===== config.mk =====
export PLATFORM = sky130hd
export DESIGN_NAME = plsp_queue
export DESIGN_NICKNAME = d
export VERILOG_FILES = /design/src/rtl/core/plsp_pkg.sv /design/src/rtl/core/plsp_queue.sv
export VERILOG_INCLUDE_DIRS = /design/src /design/src/rtl/core
export SDC_FILE = /design/constraint.sdc
export NUM_CORES = 1
export LEC_CHECK = 0
export BUFFER_PORTS_ARGS = -buffer_cell sky130_fd_sc_hd__buf_2
export CAP_MARGIN = 40
export CORE_AREA = 3 3 65 67
export CTS_CLUSTER_SIZE = 8
export DETAILED_ROUTE_END_ITERATION = 8
export DIE_AREA = 0 0 68 70
export GPL_TIMING_DRIVEN = 0
export SLEW_MARGIN = 15
export SYNTH_ARGS = -nofsm -noshare
export SYNTH_HDL_FRONTEND = slang
export SYNTH_SLANG_ARGS = --single-unit

===== constraint.sdc =====
create_clock -name clock -period 4.55 [get_ports clock]
set_input_delay 0.455 -clock clock [delete_from_list [all_inputs] [get_ports clock]]
set_output_delay 0.455 -clock clock [all_outputs]
set_load 0.01 [all_outputs]

===== src/rtl/core/point_line_segment_projection_assert.svh =====
// assertion macros shared by the point line segment projection rtl
`ifndef POINT_LINE_SEGMENT_PROJECTION_ASSERT_SVH
`define POINT_LINE_SEGMENT_PROJECTION_ASSERT_SVH
`ifndef SYNTHESIS
// same-cycle implication
`define PLSP_ASSERT_IMPLY(label, clk, rst, ante, cons) \
   label: assert property (@(posedge clk) disable iff (rst) (ante) |-> (cons)) \
      else $error("plsp assertion failed");
// next-cycle implication
`define PLSP_ASSERT_NEXT(label, clk, rst, ante, cons) \
   label: assert property (@(posedge clk) disable iff (rst) (ante) |=> (cons)) \
      else $error("plsp assertion failed");
`else
`define PLSP_ASSERT_IMPLY(label, clk, rst, ante, cons)
`define PLSP_ASSERT_NEXT(label, clk, rst, ante, cons)
`endif
`endif


===== src/rtl/core/plsp_pkg.sv =====
// shared types, codes and constants of the point line segment projection block
package plsp_pkg;

   // query kinds
   localparam logic OP_SEGMENT = 1'b0;
   localparam logic OP_LINE    = 1'b1;

   // which case produced the closest point
   typedef enum logic [1:0] {
      REGION_START      = 2'd0,
      REGION_INTERIOR   = 2'd1,
      REGION_END        = 2'd2,
      REGION_DEGENERATE = 2'd3
   } region_type;

   // squared distance port
   localparam int DIST_BITS = 33;
   localparam logic [DIST_BITS-1:0] DIST_MAX = '1;

   // queue between front and back
   localparam int QUEUE_DEPTH      = 8;
   localparam int QUEUE_COUNT_BITS = $clog2(QUEUE_DEPTH + 1);

   // width of one classified entry for a given coordinate width
   function automatic int entry_bits(input int coord_bits);
      return 16 * coord_bits + 17;
   endfunction

endpackage


===== src/rtl/core/plsp_queue.sv =====
// queue of classified entries between front and back
`include "point_line_segment_projection_assert.svh"

module plsp_queue #(
   parameter int WIDTH = 1
) (
   input  logic                                   clock,
   input  logic                                   reset,
   input  logic                                   wr_en,
   input  logic [WIDTH-1:0]                       wr_data,
   input  logic                                   rd_en,
   output logic                                   rd_valid,
   output logic [WIDTH-1:0]                       rd_data,
   output logic [plsp_pkg::QUEUE_COUNT_BITS-1:0]  count
);

   localparam int D  = plsp_pkg::QUEUE_DEPTH;
   localparam int PB = $clog2(D);
   localparam int CB = plsp_pkg::QUEUE_COUNT_BITS;

   logic [WIDTH-1:0] mem_ff [D];
   logic [PB-1:0]    wr_ptr_ff, rd_ptr_ff;
   logic [CB-1:0]    count_ff;

   // pointers and fill count
   always_ff @(posedge clock) begin
      if (reset) begin
         wr_ptr_ff <= '0;
         rd_ptr_ff <= '0;
         count_ff  <= '0;
      end else begin
         if (wr_en) begin
            wr_ptr_ff <= wr_ptr_ff + 1'b1;
         end
         if (rd_en) begin
            rd_ptr_ff <= rd_ptr_ff + 1'b1;
         end
         if (wr_en && !rd_en) begin
            count_ff <= count_ff + 1'b1;
         end else if (!wr_en && rd_en) begin
            count_ff <= count_ff - 1'b1;
         end
      end
   end

   // entry storage
   always_ff @(posedge clock) begin
      if (wr_en) begin
         mem_ff[wr_ptr_ff] <= wr_data;
      end
   end

   assign rd_valid = (count_ff != '0);
   assign rd_data  = mem_ff[rd_ptr_ff];
   assign count    = count_ff;

   `PLSP_ASSERT_IMPLY(a_no_write_when_full, clock, reset, wr_en, count_ff != CB'(D))
   `PLSP_ASSERT_IMPLY(a_no_read_when_empty, clock, reset, rd_en, count_ff != '0)
   `PLSP_ASSERT_NEXT(a_count_grows, clock, reset, wr_en && !rd_en, count_ff == $past(count_ff) + 1'b1)

endmodule


Word-level counts from Yosys, hierarchy flattened

Memories as Yosys holds them, arrays and structs flattened. A register that Yosys moved wholly into a read port is not among the register bits.
Index checks and enable logic that the tools add are counted.

Mux-type cells: 6
Add/sub/neg operators: 4
Reduce and logical (&&, ||, !) cells: 6

Operator list:

| cell                  | number |
|---|---|
| $mux W4               | 2 |
| $add A3 B1 Y3 const B | 2 |
| $mux W3               | 2 |
| $add A4 B1 Y4 const B | 1 |
| $reduce_bool A4 Y1    | 1 |
| $sub A4 B1 Y4 const B | 1 |
| $logic_and A1 B1 Y1   | 2 |
| $logic_not A1 Y1      | 2 |
| $mux W1               | 2 |
| $reduce_bool A2 Y1    | 1 |

Memories: 1
Word-level logic and storage cells: 20
Input bits: 5
Output and inout bits: 6
Bits in writable memories: 8
Flip-flop bits (word level): 10

Memories:

| memory | words | bits a word | rd ports | clocked after Yosys merged registers in | write ports | line             | RTL |
|---|---|---|---|---|---|---|---|
| mem_ff | 8     | 1           | 1        | 1                                       | 1           | plsp_queue.sv:21 | `logic [WIDTH-1:0] mem_ff [D];` |

Longest topological paths before layout

Word-level depth: 4
Gate-level depth with buffers: 8
Depth with buffers taken out: 8

Worst setup path after synthesis

No wires, ideal clock.

Path type: input -> register
Start: input rd_en
End: register count_ff[3], in the netlist count[3]
Required time: 4.427 ns
Stages: 8
Path slack: 2.681 ns
Arrival: 1.745 ns
Path through: inv_1 > ha_1 > inv_1 > ha_1 > a21oi_1 > a211oi_1 > a31oi_1 > mux2_1

Word-level cells in the longest chain between the ends: 3
Elaborated cells on any way between the ends: 5
Those cells by class: mux (1); reduce/logical (4)

RTL lines:

| item                                          | line             | RTL |
|---|---|---|
| start, declared                               | plsp_queue.sv:11 | `input logic rd_en,` |
| $logic_not A1 Y1                              | plsp_queue.sv:38 | `if (wr_en && !rd_en) begin` |
| $logic_and A1 B1 Y1                           | plsp_queue.sv:38 |  |
| $mux W4 or $reduce_bool A2 Y1 (tied branches) | n/a              |  |
| end signal, assigned                          | plsp_queue.sv:39 | `count_ff <= count_ff + 1'b1;` |
| end signal, assigned                          | plsp_queue.sv:41 | `count_ff <= count_ff - 1'b1;` |
| end, declared                                 | plsp_queue.sv:23 | `logic [CB-1:0] count_ff;` |

Parallel ways exist; a longest one is shown, timed or not.
A chain may end at the register's enable or synchronous reset.

==> summary.txt <==
Logic synthesis
  – Yosys reg bits: 21
  – Syn nets: 90
  – Synth unique cells: 22
  – Syn. warnings: 0
  – Mapped Cells: 79
  – Synth Area per Inst: 11.56 µm²
  – Seq/Total Area, Yosys: 54.79%
  – Post-Syn Area: 913.4 µm²

Route
  – Drt pass-1 iters: 4
  – Via count: 594
  – ANT nets after route: 0
  – Wirelength per Cell: 10.06 µm
  – # DRC: 0
  – Drt via density: 4.213
  – Starting DRC count in detailed routing: 12
  – Routed WL: 1.418 mm

STA
  – Final Hold Violating Endpoints: 0
  – Worst Slack Setup Final: 2.519 ns
  – Count of final setup violators: 0
  – Final total negative setup slack: 0 ns
  – Fmax achieved: 492.4 MHz
  – Worst Skew: 0.004287 ns
  – RSZ-0062 raised after global routing: no
  – Final min period: 2.031 ns
  – Final Max Slew Viols: 0
  – Worst-margin pin slew: 0.4341 ns
  – Fin crit share: 44.63%
  – Slew margin rel.: 71.06%

Global routing
  – Total Routing Usage GR: 7.150%
  – Largest net degree at the start of global routing: 12
  – First-pass GRT wire length: 2.539 mm
  – Vias in the first global route: 601
  – Gr ovfl total: 0
  – Initial antenna violation count: 0

Die
  – Row count: 22
  – Die height: 70 µm
  – Die Area: 0.004760 mm²
  – Die X: 68 µm
  – Initial core utilization: 24.76%
  – Top Ports: 11
  – Core area: 0.003689 mm²

Placed design
  – GP Congestion: 0.6847
  – Dpl ws: 2.379 ns
  – Port Buffers: 10
  – Detailed placement HPWL: 1.141 mm

Worst setup path
  – Crit-path slowest cell: mux4_1
  – Worst EP arrival: 1.58 ns
  – Crit-path max FO: 2
  – Crit-path max cell delay: 0.55 ns
  – Worst EP required: 4.09 ns
  – Flop2flop setup slack: 2.96 ns
  – CP Launch Type: flip-flop
  – Critical path type: flip-flop to output pin
  – Crit-path cells: mux4_1 > mux2_2 > buf_2
  – Buf+Inv Stages, Crit Path: 1
  – Crit path max-delay family: multiplexers
  – CP Capture Type: output pin

Pwr
  – Peak supply drop: 92.57 µV
  – Cell area power density: 390.9 mW/mm²
  – P_leak: 0.4238 nW

Layout
  – Area delta synth->final: 16.99%
  – Most common cell after layout, fill and taps aside: nor2_1
  – Commonest cells after routing, fill and taps aside: 19 x nor2_1, 13 x dfxtp_1, 10 x buf_2
  – Share of layout cells above drive strength 1: 15.05%
  – FILL cells: 391
  – Antenna fix cells: 0
  – # nets final: 105

Clock network
  – Total CTS buffers: 3
  – TritonCTS clock tree: built
  – Post-cts resize count: 0
  – Setup Buffers After CTS: 0
  – CTS Buffer Depth: 2
  – Worst-path clk slew: 0.07 ns
  – CTS sink cnt: 21
  – Worst-Skew Late Latency: 0.25 ns
  – Hold buffers post-CTS: 0
  – H-tree Lvls: 1
  – Root buf cell: clkbuf_8

Worst hold path
  – Min-Delay Path Class: input pin to flip-flop

Run status
  – Status: completed

Job
  – Max-cap viol count: 0
-- through the flow --
step / cell area (µm²) / utilization [%] / instances / power, mW / hold slack (ns)
after floorplan: 913.4 / - / 79 / 0.2818 / 0.4847
after detailed placement: 1023 / 27.75 / 137 / 0.3094 / 0.5126
final: 1069 / 28.97 / 141 / 0.4177 / 0.4719
after global placement: 1023 / 27.75 / 137 / 0.3047 / 0.5109
after CTS: 1069 / 28.97 / 141 / 0.4274 / 0.4716
after global routing: 1069 / 28.97 / 141 / 0.4465 / 0.4871
-- logic make-up after synthesis --
kind of cell	synth area share, %
fa+ha+maj	9.041
compound gates	2.604
buf+inv	1.644
xor+xnor	5.754
flops	54.79
mux	11.51
simple gates	14.66
-- synthesized netlist by cell type --
master | n | area [µm²]
a211oi_1 | 1 | 7.510
or4_1 | 1 | 7.510
nand2b_1 | 3 | 18.77
clkbuf_1 | 2 | 7.510
xor2_1 | 3 | 26.28
mux4_1 | 2 | 52.55
mux2i_1 | 3 | 30.03
dfxtp_1 | 13 | 260.3
mux2_1 | 1 | 11.26
ha_1 | 5 | 62.56
mux2_2 | 1 | 11.26
a21oi_1 | 2 | 10.01
a31oi_1 | 1 | 6.260
nor3_1 | 2 | 10.01
nand2_1 | 4 | 15.01
nor2b_1 | 1 | 6.260
nand3_1 | 1 | 5.000
nor2_1 | 19 | 71.32
edfxtp_1 | 8 | 240.2
xnor2_1 | 3 | 26.28
inv_1 | 2 | 7.510
fa_1 | 1 | 20.02
-- path summary, 6_finish.rpt --
kind,start,end,cells past startpoint
max,flip-flop,rd_data,3
min,wr_data,mem_ff[2],1
max reg2reg,count[2],count[3],5
min reg2reg,rd_ptr_ff[2],flip-flop,2
-- power by group --
part           internal [mW]  switching (mW)  leakage [nW]  total (mW)
logic                 0.0392          0.0394         0.221      0.0786
registers              0.210          0.0145         0.180       0.224
clock network         0.0621          0.0525        0.0228       0.115
-- layer usage --
metal / GRT usage (%) / up-vias / part of all wire [%]
met5: 0 / - / 0
met4: 4.636 / 0 / 2.9
met3: 1.929 / 4 / 3.0
met2: 11.99 / 7 / 54
met1: 7.585 / 280 / 40
li1: - / 303 / -
-- area by class of cell --
class | instances | area [µm²] | area share (%)
Multi-Input combinational cell | 54 | 397.9 | 37.24
Clock buffer | 4 | 45.04 | 4.215
Buffer | 2 | 7.507 | 0.7026
Sequential cell | 21 | 500.5 | 46.84
Tap cell | 48 | 60.06 | 5.621
Timing Repair Buffer | 10 | 50.05 | 4.684
Inverter | 2 | 7.507 | 0.7026
(Power assumes the default switching activity.)
